## src/rtl/core/dvfs_gov_pkg.sv

```systemverilog
// shared types, codes and constants for the thermal-throttling dvfs governor
// no dependencies; imported by every module of the block
`default_nettype none

package dvfs_gov_pkg;

	localparam int unsigned CHECK_INTERVAL_DEF = 100;
	localparam int unsigned TURBO_ALLOWED_DEF  = 1;

	localparam int unsigned LEVEL_W = 3;
	localparam int unsigned TEMP_W  = 13;
	localparam int unsigned LOAD_W  = 8;
	localparam int unsigned TIME_W  = 32;
	localparam int unsigned CNT_W   = 32;
	localparam int unsigned CFG_W   = 13;
	localparam int unsigned IDX_W   = 3;

	localparam int unsigned IN_DATA_W  = 56;
	localparam int unsigned OUT_DATA_W = 96;

	typedef logic [LEVEL_W-1:0] level_t;
	typedef logic [TEMP_W-1:0]  temp_t;
	typedef logic [LOAD_W-1:0]  load_t;

	localparam level_t LVL_POWERSAVE = 3'd1;
	localparam level_t LVL_BALANCED  = 3'd2;
	localparam level_t LVL_PERF      = 3'd3;
	localparam level_t LVL_TOP       = 3'd4;

	// most negative s8.4 temperature
	localparam temp_t TEMP_MIN = 13'h1000;

	typedef enum logic [2:0] {
		FN_CHECK,
		FN_LOAD,
		FN_MANUAL,
		FN_BOOST,
		FN_TURBO,
		FN_INSTANT_TURBO,
		FN_STATS_CLR
	} func_t;

	typedef enum logic [1:0] {
		MODE_ONDEMAND,
		MODE_MANUAL,
		MODE_HELD,
		MODE_OFF
	} mode_t;

	typedef enum logic [IDX_W-1:0] {
		REG_MODE,
		REG_MIN_LEVEL,
		REG_MAX_LEVEL,
		REG_THERMAL_LIMIT,
		REG_LOAD_LOW,
		REG_LOAD_MEDIUM,
		REG_LOAD_HIGH,
		REG_LOAD_VERY_HIGH
	} reg_idx_t;

	typedef struct packed {
		mode_t  mode;
		level_t min_level;
		level_t max_level;
		temp_t  thermal_limit;
		load_t  load_low;
		load_t  load_medium;
		load_t  load_high;
		load_t  load_very_high;
	} cfg_t;

	typedef struct packed {
		func_t             func;
		logic [TIME_W-1:0] now_ms;
		temp_t             temp_sample;
		load_t             load_sample;
		level_t            wanted_level;
	} item_t;

	typedef struct packed {
		level_t           level;
		logic             level_changed;
		logic             high_voltage;
		logic             throttled;
		logic [CNT_W-1:0] throttle_events;
		logic [CNT_W-1:0] transitions;
		load_t            load_average;
		temp_t            peak_temp;
		logic             boost_on;
		logic             turbo_on;
		logic             rejected;
	} result_t;

endpackage

`default_nettype wire

```

## src/rtl/core/dvfs_gov_cfg.sv

```systemverilog
// configuration register bank of the dvfs governor
// depends on dvfs_gov_pkg
`default_nettype none

module dvfs_gov_cfg
	import dvfs_gov_pkg::*;
(
	input  wire logic             clk,
	input  wire logic             arst_n,
	input  wire logic             cfg_we,
	input  wire logic [IDX_W-1:0] cfg_index,
	input  wire logic [CFG_W-1:0] cfg_data,
	output cfg_t                  cfg
);

	cfg_t cfg_q;

	always_ff @(posedge clk or negedge arst_n) begin
		if (!arst_n) begin
			cfg_q.mode           <= MODE_ONDEMAND;
			cfg_q.min_level      <= 3'd0;
			cfg_q.max_level      <= LVL_TOP;
			cfg_q.thermal_limit  <= 13'd1280;
			cfg_q.load_low       <= 8'd20;
			cfg_q.load_medium    <= 8'd40;
			cfg_q.load_high      <= 8'd70;
			cfg_q.load_very_high <= 8'd90;
		end else if (cfg_we) begin
			case (reg_idx_t'(cfg_index))
				REG_MODE:           cfg_q.mode           <= mode_t'(cfg_data[1:0]);
				REG_MIN_LEVEL:      cfg_q.min_level      <= cfg_data[LEVEL_W-1:0];
				REG_MAX_LEVEL:      cfg_q.max_level      <= cfg_data[LEVEL_W-1:0];
				REG_THERMAL_LIMIT:  cfg_q.thermal_limit  <= cfg_data[TEMP_W-1:0];
				REG_LOAD_LOW:       cfg_q.load_low       <= cfg_data[LOAD_W-1:0];
				REG_LOAD_MEDIUM:    cfg_q.load_medium    <= cfg_data[LOAD_W-1:0];
				REG_LOAD_HIGH:      cfg_q.load_high      <= cfg_data[LOAD_W-1:0];
				REG_LOAD_VERY_HIGH: cfg_q.load_very_high <= cfg_data[LOAD_W-1:0];
				default: ;
			endcase
		end
	end

	assign cfg = cfg_q;

endmodule

`default_nettype wire

```

## src/rtl/core/dvfs_gov_state.sv

```systemverilog
// governor state registers and the per-event update logic
// depends on dvfs_gov_pkg; state advances on each event taken from the input stage
`default_nettype none

module dvfs_gov_state
	import dvfs_gov_pkg::*;
#(
	parameter int unsigned CHECK_INTERVAL = CHECK_INTERVAL_DEF,
	parameter int unsigned TURBO_ALLOWED  = TURBO_ALLOWED_DEF
) (
	input  wire logic  clk,
	input  wire logic  arst_n,
	input  wire logic  en,
	input  wire item_t item,
	input  wire cfg_t  cfg,
	output result_t    res
);

	typedef struct packed {
		level_t            level;
		logic [TIME_W-1:0] last_check;
		load_t             last_load;
		load_t             load_avg;
		temp_t             peak;
		temp_t             last_temp;
		logic              throttle;
		logic [CNT_W-1:0]  thr_cnt;
		logic [CNT_W-1:0]  trans_cnt;
		logic              boost;
		logic              turbo;
	} state_t;

	state_t state_q;
	state_t nxt;

	logic              enabled;
	logic              turbo_ok;
	logic [TIME_W-1:0] since;
	logic              elapsed;
	level_t            mapped;
	level_t            lo;
	level_t            hi;
	level_t            floor_lvl;
	level_t            target;
	logic [10:0]       avg_sum;
	logic              changed;
	logic              rejected;

	assign enabled  = cfg.mode != MODE_OFF;
	assign turbo_ok = enabled && (TURBO_ALLOWED != 0) && !state_q.throttle;
	assign since    = item.now_ms - state_q.last_check;
	assign elapsed  = since >= TIME_W'(CHECK_INTERVAL);

	// load to profile through the four thresholds, then clamp min first, max wins
	always_comb begin
		if (state_q.last_load >= cfg.load_very_high)   mapped = LVL_TOP;
		else if (state_q.last_load >= cfg.load_high)   mapped = LVL_PERF;
		else if (state_q.last_load >= cfg.load_medium) mapped = LVL_BALANCED;
		else if (state_q.last_load >= cfg.load_low)    mapped = LVL_POWERSAVE;
		else                                           mapped = 3'd0;
		lo        = (cfg.min_level > LVL_TOP) ? LVL_TOP : cfg.min_level;
		hi        = (cfg.max_level > LVL_TOP) ? LVL_TOP : cfg.max_level;
		floor_lvl = (mapped < lo) ? lo : mapped;
		target    = (floor_lvl > hi) ? hi : floor_lvl;
	end

	// avg * 7 + load, fits in 11 bits
	assign avg_sum = {state_q.load_avg, 3'b000} - {3'b000, state_q.load_avg}
		+ {3'b000, item.load_sample};

	always_comb begin
		nxt      = state_q;
		changed  = 1'b0;
		rejected = 1'b0;
		case (item.func)
			FN_CHECK: begin
				if (enabled && elapsed) begin
					nxt.last_check = item.now_ms;
					nxt.last_temp  = item.temp_sample;
					if ($signed(item.temp_sample) > $signed(state_q.peak))
						nxt.peak = item.temp_sample;
					if ($signed(item.temp_sample) > $signed(cfg.thermal_limit)) begin
						if (!state_q.throttle) begin
							nxt.throttle = 1'b1;
							nxt.thr_cnt  = state_q.thr_cnt + CNT_W'(1);
						end
						if (state_q.level > LVL_POWERSAVE) begin
							nxt.level     = state_q.level - 3'd1;
							nxt.trans_cnt = state_q.trans_cnt + CNT_W'(1);
							changed       = 1'b1;
						end
					end else begin
						nxt.throttle = 1'b0;
						if (cfg.mode == MODE_ONDEMAND && target != state_q.level) begin
							nxt.level     = target;
							nxt.trans_cnt = state_q.trans_cnt + CNT_W'(1);
							changed       = 1'b1;
						end
					end
				end
			end
			FN_LOAD: begin
				nxt.last_load = item.load_sample;
				nxt.load_avg  = avg_sum[10:3];
			end
			FN_MANUAL: begin
				if (item.wanted_level > LVL_TOP) begin
					rejected = 1'b1;
				end else if (cfg.mode == MODE_MANUAL) begin
					nxt.level     = item.wanted_level;
					nxt.trans_cnt = state_q.trans_cnt + CNT_W'(1);
					changed       = 1'b1;
				end
			end
			FN_BOOST: begin
				if (cfg.mode == MODE_ONDEMAND && !state_q.boost) begin
					nxt.boost = 1'b1;
					if (state_q.level < LVL_BALANCED) begin
						nxt.level = LVL_BALANCED;
						changed   = 1'b1;
					end
				end
			end
			FN_TURBO: begin
				if (turbo_ok) begin
					nxt.turbo = 1'b1;
					nxt.level = LVL_TOP;
					changed   = 1'b1;
				end
			end
			FN_INSTANT_TURBO: begin
				if (turbo_ok && state_q.level < LVL_TOP) begin
					nxt.turbo = 1'b1;
					nxt.level = LVL_TOP;
					changed   = 1'b1;
				end
			end
			FN_STATS_CLR: begin
				nxt.trans_cnt = '0;
				nxt.thr_cnt   = '0;
				nxt.peak      = state_q.last_temp;
			end
			default: ;
		endcase
	end

	always_ff @(posedge clk or negedge arst_n) begin
		if (!arst_n) begin
			state_q.level      <= LVL_BALANCED;
			state_q.last_check <= '0;
			state_q.last_load  <= '0;
			state_q.load_avg   <= '0;
			state_q.peak       <= TEMP_MIN;
			state_q.last_temp  <= TEMP_MIN;
			state_q.throttle   <= 1'b0;
			state_q.thr_cnt    <= '0;
			state_q.trans_cnt  <= '0;
			state_q.boost      <= 1'b0;
			state_q.turbo      <= 1'b0;
		end else if (en) begin
			state_q <= nxt;
		end
	end

	always_comb begin
		res.level           = nxt.level;
		res.level_changed   = changed;
		res.high_voltage    = nxt.level >= LVL_PERF;
		res.throttled       = nxt.throttle;
		res.throttle_events = nxt.thr_cnt;
		res.transitions     = nxt.trans_cnt;
		res.load_average    = nxt.load_avg;
		res.peak_temp       = nxt.peak;
		res.boost_on        = nxt.boost;
		res.turbo_on        = nxt.turbo;
		res.rejected        = rejected;
	end

endmodule

`default_nettype wire

```

## src/rtl/core/dvfs_governor_thermal_throttle.sv

```systemverilog
// Thermal-throttling five-level dvfs governor. One event enters per transaction and
// returns exactly one status transaction. The event is held in the input register while
// the update logic runs on it, and the result is then loaded into the result register,
// from which its status transaction completes. One event is taken per cycle while the
// status output is not stalled; the governor state is read and written by the single
// update stage, so back-to-back events see each other's effect. A stalled result holds
// the update stage and then the input. Configuration writes must only be issued while no
// event is in flight.
// depends on dvfs_gov_pkg, dvfs_gov_cfg, dvfs_gov_state
`default_nettype none

module dvfs_governor_thermal_throttle
	import dvfs_gov_pkg::*;
#(
	parameter int unsigned CHECK_INTERVAL = CHECK_INTERVAL_DEF,
	parameter int unsigned TURBO_ALLOWED  = TURBO_ALLOWED_DEF
) (
	input  wire logic                  clk,
	input  wire logic                  arst_n,
	// configuration
	input  wire logic                  cfg_we,
	input  wire logic [IDX_W-1:0]      cfg_index,
	input  wire logic [CFG_W-1:0]      cfg_data,
	// event input
	input  wire logic                  s_tvalid,
	output logic                       s_tready,
	// now_ms, temp_sample, load_sample, wanted_level
	input  wire logic [IN_DATA_W-1:0]  s_tdata,
	// func
	input  wire logic [2:0]            s_tuser,
	// status output
	output logic                       m_tvalid,
	input  wire logic                  m_tready,
	// level, level_changed, high_voltage, throttled, throttle_events, transitions,
	// load_average, peak_temp, boost_on, turbo_on, rejected, zero pad
	output logic [OUT_DATA_W-1:0]      m_tdata
);

	cfg_t    cfg;
	item_t   item_s1;
	logic    valid_s1;
	logic    valid_s2;
	result_t res;
	result_t res_s2;
	logic    adv_s2;
	logic    fire_s1;
	logic    take_in;

	assign adv_s2   = !valid_s2 || m_tready;
	assign fire_s1  = valid_s1 && adv_s2;
	assign s_tready = !valid_s1 || adv_s2;
	assign take_in  = s_tvalid && s_tready;

	dvfs_gov_cfg u_cfg (
		.clk       (clk),
		.arst_n    (arst_n),
		.cfg_we    (cfg_we),
		.cfg_index (cfg_index),
		.cfg_data  (cfg_data),
		.cfg       (cfg)
	);

	dvfs_gov_state #(
		.CHECK_INTERVAL (CHECK_INTERVAL),
		.TURBO_ALLOWED  (TURBO_ALLOWED)
	) u_state (
		.clk    (clk),
		.arst_n (arst_n),
		.en     (fire_s1),
		.item   (item_s1),
		.cfg    (cfg),
		.res    (res)
	);

	always_ff @(posedge clk or negedge arst_n) begin
		if (!arst_n) begin
			valid_s1 <= 1'b0;
			valid_s2 <= 1'b0;
		end else begin
			if (take_in)
				valid_s1 <= 1'b1;
			else if (fire_s1)
				valid_s1 <= 1'b0;
			if (adv_s2)
				valid_s2 <= valid_s1;
		end
	end

	always_ff @(posedge clk) begin
		if (take_in) begin
			item_s1.func         <= func_t'(s_tuser);
			item_s1.now_ms       <= s_tdata[31:0];
			item_s1.temp_sample  <= s_tdata[44:32];
			item_s1.load_sample  <= s_tdata[52:45];
			item_s1.wanted_level <= s_tdata[55:53];
		end
		if (fire_s1)
			res_s2 <= res;
	end

	assign m_tvalid = valid_s2;
	assign m_tdata  = {2'b00, res_s2.rejected, res_s2.turbo_on, res_s2.boost_on,
		res_s2.peak_temp, res_s2.load_average, res_s2.transitions,
		res_s2.throttle_events, res_s2.throttled, res_s2.high_voltage,
		res_s2.level_changed, res_s2.level};

	// profile never leaves the five defined levels
	a_level_range: assert property (@(posedge clk) disable iff (!arst_n)
		valid_s2 |-> res_s2.level <= LVL_TOP)
		else $error("level out of range");

	// voltage flag follows the reported level
	a_high_voltage: assert property (@(posedge clk) disable iff (!arst_n)
		valid_s2 |-> res_s2.high_voltage == (res_s2.level >= LVL_PERF))
		else $error("high_voltage does not match level");

	// a rejected request never changes the profile
	a_reject_nochange: assert property (@(posedge clk) disable iff (!arst_n)
		valid_s2 && res_s2.rejected |-> !res_s2.level_changed)
		else $error("rejected request changed level");

	// a held result is not overwritten by the update stage
	a_hold_result: assert property (@(posedge clk) disable iff (!arst_n)
		valid_s2 && !m_tready |=> $stable(res_s2))
		else $error("stalled result overwritten");

endmodule

`default_nettype wire
```

## config.mk

```make
export PLATFORM = sky130hd
export DESIGN_NAME = dvfs_governor_thermal_throttle
export DESIGN_NICKNAME = d
export VERILOG_FILES = /design/src/rtl/core/dvfs_gov_pkg.sv /design/src/rtl/core/dvfs_gov_cfg.sv /design/src/rtl/core/dvfs_gov_state.sv /design/src/rtl/core/dvfs_governor_thermal_throttle.sv
export SDC_FILE = /design/constraint.sdc
export NUM_CORES = 1
export LEC_CHECK = 0
export ABC_AREA = 1
export BUFFER_PORTS_ARGS = -buffer_cell sky130_fd_sc_hd__buf_2
export CAP_MARGIN = 0
export CELL_PAD_IN_SITES_DETAIL_PLACEMENT = 1
export CELL_PAD_IN_SITES_GLOBAL_PLACEMENT = 1
export CORE_ASPECT_RATIO = 0.6
export CORE_MARGIN = 10
export CORE_UTILIZATION = 41
export CTS_CLUSTER_SIZE = 40
export DETAILED_ROUTE_END_ITERATION = 12
export PLACE_DENSITY = 0.82
export SETUP_SLACK_MARGIN = 0.02
export SLEW_MARGIN = 20
export SYNTH_ARGS = -nofsm -noshare
export SYNTH_HDL_FRONTEND = slang
export SYNTH_SLANG_ARGS = --single-unit
```

## constraint.sdc

```tcl
create_clock -name clk -period 4.22 [get_ports clk]
set_input_delay 0.422 -clock clk [delete_from_list [all_inputs] [get_ports clk]]
set_output_delay 0.422 -clock clk [all_outputs]
set_load 0.02 [all_outputs]
```

==> flow_summary.html <==
<table>
<tr><th>Metric</th><th>Value</th></tr>
<tr><th colspan="2">Status</th></tr>
<tr><td>Outcome</td><td>complete, but fails checks</td></tr>
<tr><td>Violated checks</td><td>setup timing</td></tr>
<tr><th colspan="2">Critical path</th></tr>
<tr><td>Worst reg2reg startpoint</td><td>u_cfg.cfg[19]</td></tr>
<tr><td>Startpoint type of the worst setup path</td><td>register</td></tr>
<tr><td>Worst flop-to-flop path endpoint</td><td>m_tdata[62]</td></tr>
<tr><td>Largest driver fanout on the critical path</td><td>5</td></tr>
<tr><td>Cell depth of the worst flop-to-flop path</td><td>30</td></tr>
<tr><td>Critical path capture point type</td><td>register</td></tr>
<tr><td>CP Class</td><td>register to register</td></tr>
<tr><td>Top cell by count, worst path</td><td>sky130_fd_sc_hd__nand2_4</td></tr>
<tr><td>Internal reg-to-reg setup slack</td><td>-0.26 ns</td></tr>
<tr><td>CP peak stage delay</td><td>0.54 ns</td></tr>
<tr><td>Required time of the worst setup path</td><td>~4.5 ns</td></tr>
<tr><td>CP arrival</td><td>4.76 ns</td></tr>
<tr><td>Master of the slowest instance on the critical path</td><td>sky130_fd_sc_hd__dfstp_2</td></tr>
<tr><th colspan="2">Clocking</th></tr>
<tr><td>Sinks on the clock net</td><td>352</td></tr>
<tr><td>Clock H-tree levels</td><td>2</td></tr>
<tr><td>CTS clock-pin slew for the worst setup and hold paths</td><td>about 0.060 ns</td></tr>
<tr><td>Inserted Clock Buffers</td><td>39</td></tr>
<tr><td>Clock Latency Late Sink</td><td>around 0.56 ns</td></tr>
<tr><td>CTS Root Cell</td><td>sky130_fd_sc_hd__clkbuf_16</td></tr>
<tr><td>CTS max path bufs</td><td>3</td></tr>
<tr><td>Clock tree from TritonCTS</td><td>built</td></tr>
<tr><th colspan="2">Logic synthesis</th></tr>
<tr><td>Fraction of registers with async set or reset after synthesis</td><td>between 50 and 60%</td></tr>
<tr><td>Cell type with the largest total area after synthesis</td><td>sky130_fd_sc_hd__edfxtp_1</td></tr>
<tr><td>Unique masters post-synth</td><td>64</td></tr>
<tr><td>Primary FF master, synth</td><td>sky130_fd_sc_hd__dfrtp_1</td></tr>
<tr><td>Mean instance size in the synthesized netlist</td><td>7.92 um^2</td></tr>
<tr><td>Yosys reg bits</td><td>352</td></tr>
<tr><td>Synth top area share</td><td>20.9%</td></tr>
<tr><td>Synth Warn #</td><td>0</td></tr>
<tr><td>Number of synthesized flops with an enable pin</td><td>roughly 150</td></tr>
<tr><td>Combined area of all synthesized cells</td><td>21900 um^2</td></tr>
<tr><td>Cell count after synthesis</td><td>2772</td></tr>
<tr><td>Share of synthesized area occupied by flip-flops and latches</td><td>43.7%</td></tr>
<tr><td>Top area cells in the synthesized netlist</td><td>sky130_fd_sc_hd__edfxtp_1 (21%), sky130_fd_sc_hd__dfrtp_1 (21%), sky130_fd_sc_hd__nand2_1 (13%)</td></tr>
<tr><th colspan="2">Global routing</th></tr>
<tr><td>First-pass GRT wire length</td><td>120 mm</td></tr>
<tr><td>Maximum number of pins on one net before global-route repair</td><td>a little over 100</td></tr>
<tr><td>Final global-route overflow total</td><td>0</td></tr>
<tr><td>GRT Total Usage</td><td>23.4%</td></tr>
<tr><td>Initial antenna violation count</td><td>6</td></tr>
<tr><td>Vias in the first global route</td><td>21500</td></tr>
<tr><th colspan="2">Die</th></tr>
<tr><td>Number of ports placed on the die boundary</td><td>~180</td></tr>
<tr><td>Row count</td><td>65</td></tr>
<tr><td>Die Wd</td><td>319 um</td></tr>
<tr><td>Core region area</td><td>52800 um^2</td></tr>
<tr><td>Die Area</td><td>63500 um^2</td></tr>
<tr><td>Initial Utilization</td><td>41.6%</td></tr>
<tr><td>Die Y-Extent</td><td>199 um</td></tr>
<tr><th colspan="2">Power</th></tr>
<tr><td>Maximum resistive drop on vdd</td><td>0.463 mV</td></tr>
<tr><td>Power Dens Cells</td><td>about 760 nW/um^2</td></tr>
<tr><td>Leakage</td><td>approximately 12 nW</td></tr>
<tr><th colspan="2">Cells and area</th></tr>
<tr><td>Fraction of final layout cells sized beyond drive strength 1</td><td>18.9%</td></tr>
<tr><td>FILL cells</td><td>6428</td></tr>
<tr><td>Sequential cell area in the final layout</td><td>just under 10000 um^2</td></tr>
<tr><td>Multi-input gate area</td><td>11100 um^2</td></tr>
<tr><td>Final #Nets</td><td>3174</td></tr>
<tr><td>Total non-filler cell area in the finished layout</td><td>around 26000 um^2</td></tr>
<tr><td>Area growth from synthesis to layout</td><td>19.1%</td></tr>
<tr><th colspan="2">STA</th></tr>
<tr><td>Period utilization</td><td>106%</td></tr>
<tr><td>Final setup violation count</td><td>68</td></tr>
<tr><td>Hold violation total from the final report</td><td>0</td></tr>
<tr><td>Crit path setup slack, layout</td><td>-0.255 ns</td></tr>
<tr><td>Setup repair after global routing missed its margin</td><td>yes</td></tr>
<tr><td>Minimum period implied by the final worst setup slack</td><td>4.48 ns</td></tr>
<tr><td>Highest attainable clock frequency</td><td>roughly 220 MHz</td></tr>
<tr><td>Worst Skew</td><td>about 0.019 ns</td></tr>
<tr><td>Setup TNS</td><td>-9.92 ns</td></tr>
<tr><td>Pins Over Slew Limit</td><td>0</td></tr>
<tr><td>Slew at the pin with the worst max-slew slack</td><td>1.14 ns</td></tr>
<tr><td>Worst-case headroom to the max-slew limit</td><td>23.6%</td></tr>
<tr><th colspan="2">Routing</th></tr>
<tr><td>Drc violations</td><td>0</td></tr>
<tr><td>Drt wl/cell</td><td>20.7 um</td></tr>
<tr><td>Initial DRC Count</td><td>1942</td></tr>
<tr><td>Total via count in the routed design</td><td>20500</td></tr>
<tr><td>Count of TritonRoute iterations in the first routing pass</td><td>5</td></tr>
<tr><td>Total length of routed wires</td><td>76.8 mm</td></tr>
<tr><td>Final antenna-violating net count</td><td>0</td></tr>
<tr><td>Vias/cell</td><td>5.52</td></tr>
<tr><th colspan="2">Hold path</th></tr>
<tr><td>Path class of the lowest-slack min-delay path</td><td>input port to register</td></tr>
<tr><td>Startpoint of the worst hold path</td><td>s_tdata[46]</td></tr>
<tr><td>Hold worst-path end</td><td>item_s1[4]</td></tr>
<tr><td>Worst hold path stage count</td><td>1</td></tr>
<tr><th colspan="2">Place</th></tr>
<tr><td>Gpl congestion</td><td>0.919</td></tr>
<tr><td>Count of input and output buffers</td><td>175</td></tr>
<tr><td>Detailed placement HPWL</td><td>54.3 mm</td></tr>
<tr><td>Dpl cell area</td><td>23800 um^2</td></tr>
<tr><th colspan="2">Run</th></tr>
<tr><td>Number of violations of the max-capacitance limit</td><td>0</td></tr>
</table>
[registers in the layout, summed over array words and instances, names as in the netlist]
name             flops
item_s1             59
m_tdata             94
m_tvalid             1
u_cfg.cfg           53
u_state.state_q    144
valid_s1             1
[through the flow]
step / setup slack [ns] / hold WS [ns] / power (mW) / instances / util (%)
6_report: -0.255 / 0.0340 / 20.0 / 3717 / 49.5
5_1_grt: -0.452 / 0.00905 / 21.4 / 3715 / 49.5
4_1_cts: -0.0165 / 0.00696 / 19.1 / 3709 / 48.6
3_5_place_dp: -0.324 / 0.424 / 14.6 / 3615 / 45.2
3_3_place_gp: -0.0468 / 0.406 / 13.9 / 3615 / 45.2
2_1_floorplan: 0.162 / 0.126 / 11.4 / 2773 / -
[kinds of logic after synthesis]
group | synth area share [%]
AND/OR/NAND/NOR | 24.3
XOR/XNOR | 2.35
adder cells (fa/ha/maj) | 6.71
other | 0.0171
multiplexers | 0.143
buffers and inverters | 8.96
AO/OA/AOI/OAI | 13.8
flip-flops | 43.7
[worst max-delay path by stage]
stage | startpoint | to | slack, ns | cells after the start
after floorplan | u_cfg.cfg[1] | m_tdata[55] | 0.16 | 25
after detailed placement | u_cfg.cfg[6] | m_tdata[4] | -0.32 | 30
final | u_cfg.cfg[19] | m_tdata[62] | -0.26 | 30
after CTS | u_cfg.cfg[4] | m_tdata[66] | -0.02 | 31
after global routing | u_state.state_q[108] | m_tdata[62] | -0.45 | 29
after global placement | u_cfg.cfg[6] | m_tdata[56] | -0.05 | 29
[synthesized netlist by cell type, types with 6 or more instances]
cell and n:
sky130_fd_sc_hd__nand2_1 771, sky130_fd_sc_hd__inv_1 373, sky130_fd_sc_hd__o21ai_0 251, sky130_fd_sc_hd__dfrtp_1 182
sky130_fd_sc_hd__nor2_1 174, sky130_fd_sc_hd__edfxtp_1 153, sky130_fd_sc_hd__a21oi_1 141, sky130_fd_sc_hd__nand3_1 121
sky130_fd_sc_hd__ha_1 108, sky130_fd_sc_hd__clkbuf_1 61, sky130_fd_sc_hd__xor2_1 52, sky130_fd_sc_hd__nor3_1 51
sky130_fd_sc_hd__nand4_1 33, sky130_fd_sc_hd__nand3b_1 24, sky130_fd_sc_hd__buf_2 23, sky130_fd_sc_hd__o211ai_1 23
sky130_fd_sc_hd__o21ai_1 21, sky130_fd_sc_hd__o22ai_1 18, sky130_fd_sc_hd__dfstp_2 17, sky130_fd_sc_hd__nand3_2 17
sky130_fd_sc_hd__nor4_1 16, sky130_fd_sc_hd__o221ai_2 11, sky130_fd_sc_hd__o211ai_2 10, sky130_fd_sc_hd__nand2_2 9
sky130_fd_sc_hd__o21ai_2 9, sky130_fd_sc_hd__buf_6 8, sky130_fd_sc_hd__a22oi_1 7, sky130_fd_sc_hd__buf_4 7
sky130_fd_sc_hd__xnor2_1 7, sky130_fd_sc_hd__fa_1 6
[routing by layer]
metal / wire, um / up-vias / global-route usage, %
li1: - / 9556 / -
met1: 35600 / 10200 / 32.2
met2: 34300 / 605 / 37.4
met3: 5150 / 125 / 4.83
met4: 1740 / 4 / 5.88
met5: 22 / - / 0
[layout make-up]
| type | count | share of cell area [%] |
|---|---|---|
| flip-flops and latches | 352 | 36.7 |
| clock buffers | 52 | 4.00 |
| repair buffers | 271 | 7.07 |
| clock inverters | 20 | 0.747 |
| well taps | 703 | 3.37 |
| inverters | 382 | 5.54 |
| diodes | 3 | 0.0287 |
| multi-input cells | 1934 | 42.5 |
[power by group]
part | internal, mW | switching, mW
combinational | 4.06 | 6.77
clock | 1.94 | 1.53
sequential | 4.73 | 0.917
total | 10.7 | 9.23
[worst max-delay path: cells and delay by family, from the launching register on]
kind	cells	cell delay, ns
adders and majority gates	3	0.79
and+or+nand+nor	18	1.73
buffers and inverters	6	0.65
AOI/OAI and AO/OA	3	0.48
DFF	1	0.54
[cells in the final DEF (no fill, tap or decap), drive strengths merged, types with 14 or more instances in the layout]
cell type | Yosys | layout
nand2 | 781 | 781
inv | 379 | 382
o21ai | 281 | 281
buf | 43 | 268
nor2 | 184 | 184
dfrtp | 182 | 182
edfxtp | 153 | 153
a21oi | 143 | 143
nand3 | 139 | 139
ha | 108 | 108
clkbuf | 62 | 54
xor2 | 52 | 52
nor3 | 52 | 52
nand4 | 33 | 33
o211ai | 33 | 33
nand3b | 24 | 24
o22ai | 23 | 23
nor4 | 19 | 19
dfstp | 17 | 17
clkinv | 3 | 16
o221ai | 14 | 14
[what timing repair did]
item	CTS	global route
setup buffers	19	10
pin swaps	48	52
hold buffers	1	0
setup endpoints to repair	72	95
cloned	3	1
gates resized for setup	82	104
endpoints found under the hold margin	42	0
Power figures use the tool's default switching activity.
